## src/design/scn_pkg.sv

```systemverilog
// ----------------------------------------------------------------------------
// scn_pkg: shared types and constants for the strided channel normalizer
// Field widths, register indexes, and the request record passed from the
// front end to the back end.
// ----------------------------------------------------------------------------
package scn_pkg;

   localparam int MAX_DIMS_DEF     = 4;
   localparam int MAX_CHANNELS_DEF = 16;
   localparam int DIM_WIDTH_DEF    = 16;

   localparam int SAMPLE_W = 16;
   localparam int MEAN_W   = 24;
   localparam int STD_W    = 16;
   localparam int CHAN_W   = 4;
   localparam int OUT_W    = 24;
   localparam int OFS_W    = 34;
   localparam int PACK_W   = 16;
   localparam int PACK_N   = 4;
   localparam int CSR_IDX_W  = 2;
   localparam int CSR_DATA_W = 64;

   // numerator (sample*256 - mean)*256 fits in 41 bits signed
   localparam int NUM_W = 41;
   localparam int QUO_W = NUM_W;

   localparam logic [CSR_IDX_W-1:0] REG_NORM_AXIS   = 2'd0;
   localparam logic [CSR_IDX_W-1:0] REG_DIM_COUNT   = 2'd1;
   localparam logic [CSR_IDX_W-1:0] REG_DIM_SIZES   = 2'd2;
   localparam logic [CSR_IDX_W-1:0] REG_STRIDE_LIST = 2'd3;

   localparam logic CMD_LOAD   = 1'b0;
   localparam logic CMD_SAMPLE = 1'b1;

   localparam logic [CSR_DATA_W-1:0] DIM_SIZES_RST = 64'h0001_0001_0001_0001;
   localparam logic [STD_W-1:0]      STD_RST       = 16'd256;

   // front-to-back request: one sample job
   typedef struct packed {
      logic signed [SAMPLE_W-1:0] sample;
      logic signed [MEAN_W-1:0]   mean;
      logic [STD_W-1:0]           std;
      logic [OFS_W-1:0]           offset;
      logic [CHAN_W-1:0]          channel;
      logic                       tensor_end;
   } job_type;

endpackage

```

## src/design/strided_channel_normalizer.sv

```systemverilog
// A sample request passes the front job register, the 41-step bit-serial
// divider and the result register before it shows on rsp_ ports. A new
// sample is taken only once the divider is idle; a held response stalls
// input only once a second result is ready. Loads and samples go one at a time.
// Synchronous active-high reset restores registers, clears the position
// counter, and resets every channel to mean 0, std 1.0; no clearing pass.
// ----------------------------------------------------------------------------
// strided_channel_normalizer: per-channel mean/std normalizer, strided walk
// Front end walks positions and looks up tables; back end divides.
// ----------------------------------------------------------------------------
module strided_channel_normalizer
   import scn_pkg::*;
#(
   parameter int MAX_DIMS     = MAX_DIMS_DEF,
   parameter int MAX_CHANNELS = MAX_CHANNELS_DEF,
   parameter int DIM_WIDTH    = DIM_WIDTH_DEF
) (
   input  logic                       clock,
   input  logic                       reset,
   input  logic                       push,
   output logic                       full,
   input  logic                       req_command,
   input  logic signed [SAMPLE_W-1:0] req_sample,
   input  logic [CHAN_W-1:0]          req_table_channel,
   input  logic signed [MEAN_W-1:0]   req_mean_value,
   input  logic [STD_W-1:0]           req_std_value,
   output logic                       empty,
   input  logic                       pop,
   output logic signed [OUT_W-1:0]    rsp_normalized_value,
   output logic [OFS_W-1:0]           rsp_source_offset,
   output logic [CHAN_W-1:0]          rsp_channel_used,
   output logic                       rsp_tensor_end,
   input  logic                       csr_valid,
   output logic                       csr_ready,
   input  logic [CSR_IDX_W-1:0]       csr_index,
   input  logic [CSR_DATA_W-1:0]      csr_data
);

   logic [1:0]            norm_axis_ff;
   logic [2:0]            dim_count_ff;
   logic [CSR_DATA_W-1:0] dim_sizes_ff;
   logic [CSR_DATA_W-1:0] stride_list_ff;
   logic                  take;
   logic                  job_valid;
   logic                  busy;
   logic                  rsp_valid;
   job_type               job;

   // one sample in flight at a time
   assign full      = job_valid || busy;
   assign take      = push && !full;
   assign empty     = !rsp_valid;
   assign csr_ready = 1'b1;

   // configuration registers
   always_ff @(posedge clock) begin
      if (reset) begin
         norm_axis_ff   <= '0;
         dim_count_ff   <= 3'd4;
         dim_sizes_ff   <= DIM_SIZES_RST;
         stride_list_ff <= '0;
      end else if (csr_valid) begin
         case (csr_index)
            REG_NORM_AXIS:   norm_axis_ff   <= csr_data[1:0];
            REG_DIM_COUNT:   dim_count_ff   <= csr_data[2:0];
            REG_DIM_SIZES:   dim_sizes_ff   <= csr_data;
            REG_STRIDE_LIST: stride_list_ff <= csr_data;
            default: ;
         endcase
      end
   end

   scn_front #(.MAX_DIMS(MAX_DIMS), .MAX_CHANNELS(MAX_CHANNELS), .DIM_WIDTH(DIM_WIDTH))
   u_front (
      .clock, .reset, .take,
      .command(req_command), .sample(req_sample), .table_channel(req_table_channel),
      .mean_value(req_mean_value), .std_value(req_std_value),
      .norm_axis(norm_axis_ff), .dim_count(dim_count_ff),
      .dim_sizes(dim_sizes_ff), .stride_list(stride_list_ff),
      .job_valid, .job
   );

   scn_back u_back (
      .clock, .reset, .job_valid, .job, .busy, .rsp_valid,
      .rsp_take(pop),
      .normalized_value(rsp_normalized_value),
      .source_offset(rsp_source_offset),
      .channel_used(rsp_channel_used),
      .tensor_end(rsp_tensor_end)
   );

endmodule

```

## src/design/scn_front.sv

```systemverilog
// ----------------------------------------------------------------------------
// scn_front: position counter, channel tables and job builder
// Accepts requests, applies table loads, and for samples looks up the
// channel entry, forms the source offset and advances the digits.
// ----------------------------------------------------------------------------
module scn_front
   import scn_pkg::*;
#(
   parameter int MAX_DIMS     = MAX_DIMS_DEF,
   parameter int MAX_CHANNELS = MAX_CHANNELS_DEF,
   parameter int DIM_WIDTH    = DIM_WIDTH_DEF
) (
   input  logic                       clock,
   input  logic                       reset,
   input  logic                       take,
   input  logic                       command,
   input  logic signed [SAMPLE_W-1:0] sample,
   input  logic [CHAN_W-1:0]          table_channel,
   input  logic signed [MEAN_W-1:0]   mean_value,
   input  logic [STD_W-1:0]           std_value,
   input  logic [1:0]                 norm_axis,
   input  logic [2:0]                 dim_count,
   input  logic [CSR_DATA_W-1:0]      dim_sizes,
   input  logic [CSR_DATA_W-1:0]      stride_list,
   output logic                       job_valid,
   output job_type                    job
);

   localparam int CH_IDX_W = (MAX_CHANNELS > 1) ? $clog2(MAX_CHANNELS) : 1;

   logic [DIM_WIDTH-1:0]      digit_ff [MAX_DIMS];
   logic [DIM_WIDTH-1:0]      digit_in [MAX_DIMS];
   logic signed [MEAN_W-1:0]  mean_ff  [MAX_CHANNELS];
   logic [STD_W-1:0]          std_ff   [MAX_CHANNELS];

   logic [3:0]        used_n;
   logic [OFS_W-1:0]  offset;
   logic [CHAN_W-1:0] chan;
   logic [CH_IDX_W-1:0] chan_idx;
   logic              carry_out;

   // effective dimension count
   always_comb begin
      if (dim_count == 3'd0) used_n = 4'd1;
      else if (32'(dim_count) > MAX_DIMS) used_n = 4'(MAX_DIMS);
      else used_n = {1'b0, dim_count};
   end

   // offset, channel, and counter advance (last used dim fastest)
   always_comb begin
      logic              carry;
      logic [DIM_WIDTH:0] nxt;
      logic [DIM_WIDTH-1:0] sz;
      logic [PACK_W-1:0] stv;
      offset = '0;
      chan = '0;
      carry = 1'b1;
      for (int d = 0; d < MAX_DIMS; d++) begin
         digit_in[d] = digit_ff[d];
      end
      for (int d = 0; d < MAX_DIMS; d++) begin
         if (d < PACK_N) stv = stride_list[d*PACK_W +: PACK_W];
         else stv = '0;
         if (4'(d) < used_n) begin
            offset = offset + OFS_W'(digit_ff[d]) * OFS_W'(stv);
            if (2'(d) == norm_axis && d < 4) begin
               if (32'(digit_ff[d]) >= MAX_CHANNELS) chan = CHAN_W'(MAX_CHANNELS - 1);
               else chan = CHAN_W'(digit_ff[d]);
            end
         end
      end
      for (int d = MAX_DIMS - 1; d >= 0; d--) begin
         if (d < PACK_N) sz = DIM_WIDTH'(dim_sizes[d*PACK_W +: PACK_W]);
         else sz = DIM_WIDTH'(1);
         if (sz == '0) sz = DIM_WIDTH'(1);
         nxt = {1'b0, digit_ff[d]} + 1'b1;
         if (4'(d) < used_n && carry) begin
            if (nxt >= {1'b0, sz}) digit_in[d] = '0;
            else begin
               digit_in[d] = nxt[DIM_WIDTH-1:0];
               carry = 1'b0;
            end
         end
      end
      carry_out = carry;
   end

   assign chan_idx = CH_IDX_W'(chan);

   // tables, counter and job register
   always_ff @(posedge clock) begin
      if (reset) begin
         for (int d = 0; d < MAX_DIMS; d++) digit_ff[d] <= '0;
         for (int c = 0; c < MAX_CHANNELS; c++) begin
            mean_ff[c] <= '0;
            std_ff[c]  <= STD_RST;
         end
         job_valid <= 1'b0;
      end else begin
         job_valid <= take && command == CMD_SAMPLE;
         if (take && command == CMD_LOAD) begin
            if (32'(table_channel) < MAX_CHANNELS) begin
               mean_ff[CH_IDX_W'(table_channel)] <= mean_value;
               std_ff[CH_IDX_W'(table_channel)]  <= std_value;
            end
         end
         if (take && command == CMD_SAMPLE) begin
            for (int d = 0; d < MAX_DIMS; d++) digit_ff[d] <= digit_in[d];
         end
      end
      job.sample     <= sample;
      job.mean       <= mean_ff[chan_idx];
      job.std        <= std_ff[chan_idx];
      job.offset     <= offset;
      job.channel    <= chan;
      job.tensor_end <= carry_out;
   end

endmodule

```

## src/design/scn_back.sv

```systemverilog
// ----------------------------------------------------------------------------
// scn_back: fixed point normalize unit
// Restoring divider, one quotient bit per cycle, then truncate toward zero
// and saturate to 24 bits. A result register holds the response until
// popped, so the divider is free for the next job meanwhile.
// ----------------------------------------------------------------------------
module scn_back
   import scn_pkg::*;
(
   input  logic                     clock,
   input  logic                     reset,
   input  logic                     job_valid,
   input  job_type                  job,
   output logic                     busy,
   output logic                     rsp_valid,
   input  logic                     rsp_take,
   output logic signed [OUT_W-1:0]  normalized_value,
   output logic [OFS_W-1:0]         source_offset,
   output logic [CHAN_W-1:0]        channel_used,
   output logic                     tensor_end
);

   typedef enum logic [1:0] {IDLE, DIVIDE, FINISH} state_type;

   localparam int CNT_W = $clog2(QUO_W + 1);
   localparam logic signed [QUO_W-1:0] POS_MAX = QUO_W'(24'sh7FFFFF);
   localparam logic signed [QUO_W-1:0] NEG_MIN = -QUO_W'(25'sh0800000);

   state_type           state_ff;
   logic [CNT_W-1:0]    count_ff;
   logic [QUO_W-1:0]    quo_ff;
   logic [STD_W:0]      rem_ff;
   logic [STD_W-1:0]    std_ff;
   logic                neg_ff;
   logic                zero_ff;
   logic [OFS_W-1:0]    ofs_ff;
   logic [CHAN_W-1:0]   chan_ff;
   logic                end_ff;
   logic                out_valid_ff;
   logic                out_free;
   logic signed [NUM_W-1:0] num;
   logic [NUM_W-1:0]    mag;
   logic [STD_W:0]      trial;
   logic signed [QUO_W-1:0] sq;

   assign num = (NUM_W'(job.sample) * 65536) - (NUM_W'(job.mean) * 256);
   assign mag = num[NUM_W-1] ? NUM_W'(-num) : NUM_W'(num);
   assign trial = {rem_ff[STD_W-1:0], quo_ff[QUO_W-1]};
   assign sq = neg_ff ? -$signed(quo_ff) : $signed(quo_ff);

   // result register can take a new value when empty or being popped
   assign out_free  = !out_valid_ff || rsp_take;
   assign busy      = state_ff != IDLE;
   assign rsp_valid = out_valid_ff;

   // divide sequencer and result register
   always_ff @(posedge clock) begin
      if (reset) begin
         state_ff     <= IDLE;
         out_valid_ff <= 1'b0;
      end else begin
         case (state_ff)
            IDLE: if (job_valid) begin
               state_ff <= DIVIDE;
               count_ff <= CNT_W'(QUO_W);
               quo_ff   <= mag;
               rem_ff   <= '0;
               std_ff   <= job.std;
               neg_ff   <= num[NUM_W-1];
               zero_ff  <= num == '0;
               ofs_ff   <= job.offset;
               chan_ff  <= job.channel;
               end_ff   <= job.tensor_end;
            end
            DIVIDE: begin
               if (trial >= {1'b0, std_ff}) begin
                  rem_ff <= trial - {1'b0, std_ff};
                  quo_ff <= {quo_ff[QUO_W-2:0], 1'b1};
               end else begin
                  rem_ff <= trial;
                  quo_ff <= {quo_ff[QUO_W-2:0], 1'b0};
               end
               count_ff <= count_ff - 1'b1;
               if (count_ff == CNT_W'(1)) state_ff <= FINISH;
            end
            FINISH: if (out_free) begin
               if (std_ff == '0) begin
                  if (zero_ff) normalized_value <= '0;
                  else if (neg_ff) normalized_value <= 24'sh800000;
                  else normalized_value <= 24'sh7FFFFF;
               end else if (sq > POS_MAX) normalized_value <= 24'sh7FFFFF;
               else if (sq < NEG_MIN) normalized_value <= 24'sh800000;
               else normalized_value <= sq[OUT_W-1:0];
               source_offset <= ofs_ff;
               channel_used  <= chan_ff;
               tensor_end    <= end_ff;
               state_ff <= IDLE;
            end
            default: state_ff <= IDLE;
         endcase
         if (state_ff == FINISH && out_free) out_valid_ff <= 1'b1;
         else if (rsp_take) out_valid_ff <= 1'b0;
      end
   end

   a_no_overrun: assert property (@(posedge clock) disable iff (reset)
      busy |-> !job_valid) else $error("job arrived while back end busy");
   a_hold_stable: assert property (@(posedge clock) disable iff (reset)
      (rsp_valid && !rsp_take) |=> rsp_valid && $stable(normalized_value))
      else $error("result lost before pop");
   a_finish_to_hold: assert property (@(posedge clock) disable iff (reset)
      state_ff == FINISH |=> rsp_valid) else $error("finish did not present result");

endmodule
```

## config.mk

```make
export PLATFORM = sky130hd
export DESIGN_NAME = strided_channel_normalizer
export DESIGN_NICKNAME = d
export VERILOG_FILES = /design/src/design/scn_pkg.sv /design/src/design/strided_channel_normalizer.sv /design/src/design/scn_front.sv /design/src/design/scn_back.sv
export SDC_FILE = /design/constraint.sdc
export NUM_CORES = 2
export LEC_CHECK = 0
export BUFFER_PORTS_ARGS = -buffer_cell sky130_fd_sc_hd__buf_2
export CAP_MARGIN = 40
export CORE_UTILIZATION = 52
export CTS_CLUSTER_DIAMETER = 80
export DETAILED_ROUTE_END_ITERATION = 8
export HOLD_SLACK_MARGIN = 0.08
export MAX_ROUTING_LAYER = met4
export PLACE_DENSITY_LB_ADDON = 0.1
export SETUP_SLACK_MARGIN = 0.3
export SYNTH_ARGS = -nofsm -noshare
export SYNTH_HDL_FRONTEND = slang
export SYNTH_SLANG_ARGS = --single-unit
```

## constraint.sdc

```tcl
create_clock -name clock -period 17.6 [get_ports clock]
set_clock_uncertainty 0.2 [all_clocks]
set_input_delay 2.64 -clock clock [delete_from_list [all_inputs] [get_ports clock]]
set_output_delay 2.64 -clock clock [all_outputs]
set_load 0.02 [all_outputs]
```

# After elaboration in Yosys (flattened, before gate mapping)

Memory sizes are Yosys's and may differ from the RTL's. A register that Yosys moved wholly into a read port is not among the register bits.
Index checks and enable logic that the tools add are counted.

Flip-flop bits (word level): 375
RAM bits: 704
Bits of input ports: 132
Output and inout bits: 66
Word-level logic and storage cells: 188
Memories kept: 3

Memory list:

| name             | depth | width | read ports | clocked after Yosys merged registers in | write ports | RTL line        | RTL |
|---|---|---|---|---|---|---|---|
| u_front.mean_ff  | 16    | 24    | 1          | 1                                       | 16          | scn_front.sv:33 | `logic signed [MEAN_W-1:0] mean_ff [MAX_CHANNELS];` |
| u_front.std_ff   | 16    | 16    | 1          | 1                                       | 16          | scn_front.sv:34 | `logic [STD_W-1:0] std_ff [MAX_CHANNELS];` |
| u_front.digit_ff | 4     | 16    | 4          | 0                                       | 4           | scn_front.sv:31 | `logic [DIM_WIDTH-1:0] digit_ff [MAX_DIMS];` |

Add/sub/neg operators: 12
$mul: 4
Magnitude comparators: 16
Equality and inequality tests: 12
Muxes and demuxes: 77
Bitwise logic cells: 6
Reduce and logical (&&, ||, !) cells: 34

Operators by type and width:

| operator                                                                             | count |
|---|---|
| 16-bit 2-to-1 mux                                                                    | 19 |
| 24-bit 2-to-1 mux                                                                    | 6 |
| 16-bit by 16-bit multiplier with 32-bit output                                       | 4 |
| 41-bit 2-to-1 mux                                                                    | 3 |
| 34-bit 2-to-1 mux                                                                    | 3 |
| 17-bit by 16-bit greater-or-equal comparator with 1-bit output                       | 5 |
| 41-bit negation                                                                      | 2 |
| 41-bit one-hot mux with 2 select lines                                               | 1 |
| 16-bit zero test                                                                     | 5 |
| 16-bit by 1-bit adder with 17-bit output, second input constant                      | 4 |
| 34-bit by 32-bit adder with 34-bit output                                            | 2 |
| 16-bit by 5-bit greater-or-equal comparator with 1-bit output, second input constant | 4 |
| 4-bit 2-to-1 mux                                                                     | 14 |
| 41-bit by 24-bit > comparator with 1-bit output, second input constant               | 1 |
| 41-bit zero test                                                                     | 1 |
| 41-bit by 24-bit < comparator with 1-bit output, second input constant               | 1 |
| 32-bit by 32-bit adder with 33-bit output                                            | 1 |
| 32-bit by 32-bit subtractor with 33-bit output                                       | 1 |
| 32-bit 2-to-1 mux                                                                    | 1 |
| 16-bit one-hot mux with 2 select lines                                               | 1 |
| 24-bit OR reduction                                                                  | 1 |
| 1-bit 2-to-1 mux                                                                     | 21 |
| 16-bit OR reduction                                                                  | 1 |
| 16-bit subtractor                                                                    | 1 |
| 27 further kinds                                                                     | 58 |

# Depth between registers and ports, before layout

Word-level depth: 12
Gate-level depth with buffers: 67
Gate-level depth less buffers: 65

# Hierarchy

From an unflattened synthesis, not the netlist that was laid out.

Cells, all modules: 8876
Area total of the unflattened synthesis: 90910.9 um2

Modules (own cells, without submodules):

| module                     | instances | cells each | area each (um2) | seq. area each (um2) |
|---|---|---|---|---|
| scn_front                  | 1         | 7361       | 74614.1         | 23062.1 |
| scn_back                   | 1         | 998        | 10741.6         | 5555.3 |
| strided_channel_normalizer | 1         | 517        | 5555.3          | 2662.6 |

# Worst setup path after synthesis

OpenSTA, ideal clock, no wires.

Path kind: reg2reg
Start: memory u_front.digit_ff[0][9] (netlist name)
End: register, netlist name u_front.job[38]
Library setup time: 120 ps
Arrival: 15873 ps
Data required time: 17280 ps
Setup slack: 1406 ps
Cell stages (with the launch flop): 61
Path buffers: 2
Clock period less this slack: 16194 ps
Cell sequence: edfxtp_1 -> clkbuf_1 -> clkbuf_1 -> nand2_1 -> fa_1 -> fa_1 -> fa_1 -> fa_1 -> inv_1 -> fa_1 -> inv_1 -> fa_1 -> inv_1 -> ha_1 -> and4_1 -> a21oi_1 -> o21ai_0 -> or2_2 -> [... 25 more ...] -> xnor2_1 -> mux2_2 -> ha_1 -> inv_1 -> fa_1 -> fa_1 -> inv_1 -> ha_1 -> a21o_1 -> a21o_1 -> a21o_1 -> a31o_2 -> or3b_2 -> o211ai_1 -> a41oi_1 -> or3_1 -> a21oi_1 -> xnor2_1

RTL lines:

| what            | RTL line |
|---|---|
| start, declared | scn_front.sv:31 |

==> key figures <==
Logic synthesis
  – Synth Cell Area: 89,300 um^2
  – Seq/Total Area, Yosys: 0.350
  – Main synth FF type: edfxtp_1
  – Yosys top cell area share: 0.298
  – EDFF count, synth: 887
  – Mux contribution to synthesized area: 0.00716
  – Syn avg cell area: 9.65 um^2
  – Simple-Gate Fraction of Synth Area: 0.196
  – Number of synthesis warnings: 0
  – Synth Area in Compound Gates: 0.0755
  – Xor-xnor portion of the synthesized cell area: 0.0253
  – Syn Inst Count: 9,247
  – Largest family of logic cells by synthesized area: adder cells
  – Post-synthesis cell type count: 93
  – Post-Synth Adder-Cell Area: 0.270
  – Yosys reg bits: 1,119
  – Yosys top cell by area: edfxtp_1
  – Asr flop ratio synth: 0
  – Syn_nets: 10,800
  – Largest cells by area after synthesis: edfxtp_1 30%, fa_1 20%, ha_1 7.4%

Worst setup path
  – CP required: 18,090 ps
  – CP max stage cell: fa_1
  – Worst R2R Setup Slack: 870 ps
  – Worst path most repeated cell: fa_1
  – Crit path launch type: flop
  – RR Startpoint: u_front.digit_ff[0][6]
  – Worst Path Max Fanout: 7
  – Reg2Reg Depth: 61
  – Crit Path Class: reg -> reg
  – Critical path capture point type: flop
  – Delay of the slowest critical-path stage: 540 ps
  – WP data arrival: 17,230 ps
  – Reg2reg end: u_front.job[37]

Routing
  – Vias: 65,100
  – Routed WL: 254,000 um
  – Routed WL per cell: 22.1 um
  – DR vias/cell: 5.65
  – Router iterations before antenna repair: 6
  – Residual DRC: 0
  – Antenna violation net count after detailed routing: 0
  – Starting DRT DRC Count: 5,446

Timing
  – Final Hold Viols: 0
  – Worst slew margin: 0.346
  – Count of pins over their slew limit: 0
  – Endpoints failing setup: 0
  – Fin crit share: 0.951
  – Final WS setup: 866 ps
  – Max Clk Rate: 59.8 MHz
  – Worst-margin pin slew: 981 ps
  – Min Tclk post-route: 16,730 ps
  – RSZ-0062 raised after global routing: yes
  – Total negative setup slack: 0 ps

Run status
  – Outcome: completed

Power and ir drop
  – Int Pwr: 5.47 mW
  – Comb pwr share: 0.274
  – Pwr dens: 83.8 nW/um^2
  – Switching Fraction: 0.330
  – Switching Power: 2.69 mW
  – Sequential share of power: 0.384
  – Leak Pwr: 42.3 nW
  – Peak supply drop: 0.0000988 V
  – Clk pwr share: 0.342

Clocking
  – CTS tree: built
  – Worst-Skew Late Latency: 820 ps
  – Clock transition at path regs: 60 ps
  – Hold buffers post-CTS: 0
  – Clk root buf: clkbuf_16
  – Cts bufs inserted: 133
  – Longest Clk Path Bufs: 3
  – Clk sink count: 1,119
  – H-tree levels: 4

Die
  – Die area: 173,000 um^2
  – Die H: 416 um
  – Num rows: 151
  – Initial Util: 0.526
  – Die Wd: 416 um
  – Core ar.: 170,000 um^2
  – I/O pin cnt: 198

Placed design
  – Global placer's final weighted congestion: 0.923
  – Input/output buffers: 196
  – Pre-CTS setup slack: 67.1 ps
  – Dpl hpwl: 176,000 um

Global route
  – GRT Util Overall: 0.304
  – First-pass GRT wire length: 389,000 um
  – Largest net degree at the start of global routing: 173
  – Vias in the first global route: 65,200
  – Initial antenna violation count: 28
  – Total grt overflow: 0

Cells and area
  – Nets@finish: 10,700
  – Share of layout cells above drive strength 1: 0.0809
  – Area grow syn2layout: 9.15%

Flow run
  – Max cap viols: 0

Min path
  – Hold_sp: u_back.ofs_ff[14]
  – Worst hold path stage count: 0
  – Hold Path Sink: u_back.source_offset[14]
  – Hold crit path type: reg -> reg
-- metal layers --
layer	track usage	routed length, um	vias up
li1	-	-	29800
met5	-	0	-
met1	0.401	108000	32500
met4	0.125	10900	0
met2	0.474	118000	2295
met3	0.0427	17500	517
-- cells in the final DEF, fill, tap and decap left out, drive strengths merged, types with 21 or more instances in the layout --
cell type  instances
nand2           1734
inv             1230
and2             990
edfxtp           887
fa               874
ha               528
a21oi            399
buf              374
dfxtp            232
and3             226
nor2             198
clkbuf           186
xnor2            157
o21ai            157
xor2             101
a31oi             99
a311oi            82
a21o              74
nand3             68
nor2b             68
nor3              56
a211oi            52
nor4              45
clkinv            41
nand4             39
or3               37
o21a              34
mux2i             32
mux2              28
or2               28
nand2b            27
o21bai            21
o31ai             21
-- cell families after synthesis --
kind of cell             Yosys count
adder cells (fa/ha/maj)         1402
flip-flops                      1119
other                              1
buffers and inverters           1794
AND/OR/NAND/NOR                 3559
AO/OA/AOI/OAI                   1054
multiplexers                      60
XOR/XNOR                         258
-- worst max-delay path by stage --
| stage | start | end | slack, ps | depth (start not counted) |
|---|---|---|---|---|
| CTS | u_front.digit_ff[0][6] | u_front.job[38] | 310 | 61 |
| detailed placement | u_front.digit_ff[0][8] | u_front.job[38] | 70 | 58 |
| global placement | u_front.digit_ff[0][8] | u_front.job[38] | 190 | 58 |
| floorplan | u_front.digit_ff[0][9] | u_front.job[38] | 1410 | 60 |
| finish | u_front.digit_ff[0][6] | u_front.job[37] | 870 | 61 |
| global route | u_front.digit_ff[0][7] | u_front.job[38] | 270 | 61 |
-- final cells by class --
cell class / instances / area [um^2]
diodes: 18 / 45.0
well taps: 2218 / 2780
clock buffers: 184 / 3720
inverters: 1217 / 4580
flip-flops and latches: 1119 / 31300
clock inverters: 61 / 719
repair buffers: 376 / 2690
fillers: 14700 / 72400
multi-input cells: 6334 / 51600
-- metrics by stage --
stage	power [mW]	area [um^2]	hold WS (ps)	cells	utilization
6_report	8.16	97400	190	11500	0.574
5_1_grt	8.58	97400	205	11500	0.574
4_1_cts	8.16	96900	191	11500	0.571
3_5_place_dp	5.36	92500	189	11200	0.544
3_3_place_gp	5.29	91900	187	11200	0.541
2_1_floorplan	4.66	89300	186	9247	-
-- Yosys cell counts (all sizes together) (101+ instances only) --
library cell     n
and3           226
xor2           101
clkbuf         513
fa             874
edfxtp         887
inv           1217
nand2         1734
dfxtp          232
and2           990
o21ai          157
a21oi          399
ha             528
xnor2          157
nor2           198
-- critical path, delay by kind of cell (launching register included) --
family	cells	cell delay (ps)
adder cells (fa/ha/maj)	22	9950
multiplexers	1	340
buffers and inverters	14	930
AO/OA/AOI/OAI	13	2550
flip-flops	1	500
AND/OR/NAND/NOR	7	1460
XOR/XNOR	4	640
-- registers in the layout, indices dropped and copies added (netlist names), 34 cells and up --
name and cells:
u_front.digit_ff 64, stride_list_ff 64, dim_sizes_ff 64, u_back.quo_ff 41, u_front.job 95, u_back.ofs_ff 34, u_front.mean_ff 384, u_back.source_offset 34
u_front.std_ff 256
-- power groups by stage --
| stage | logic [mW] | clock network (mW) | registers, mW |
|---|---|---|---|
| 3_3_place_gp | 2.10 | 0 | 3.19 |
| 2_1_floorplan | 1.56 | 0 | 3.10 |
| 6_report | 2.23 | 2.79 | 3.13 |
| 4_1_cts | 2.18 | 2.84 | 3.13 |
| 5_1_grt | 2.51 | 2.93 | 3.15 |
| 3_5_place_dp | 2.17 | 0 | 3.19 |
-- what timing repair did --
action	in CTS	in global routing
gates cloned	0	0
buffers inserted	3	27
gates resized for setup	3	53
pin swaps	0	9
setup endpoints to repair	3	17
Power figures use the tool's default switching activity.
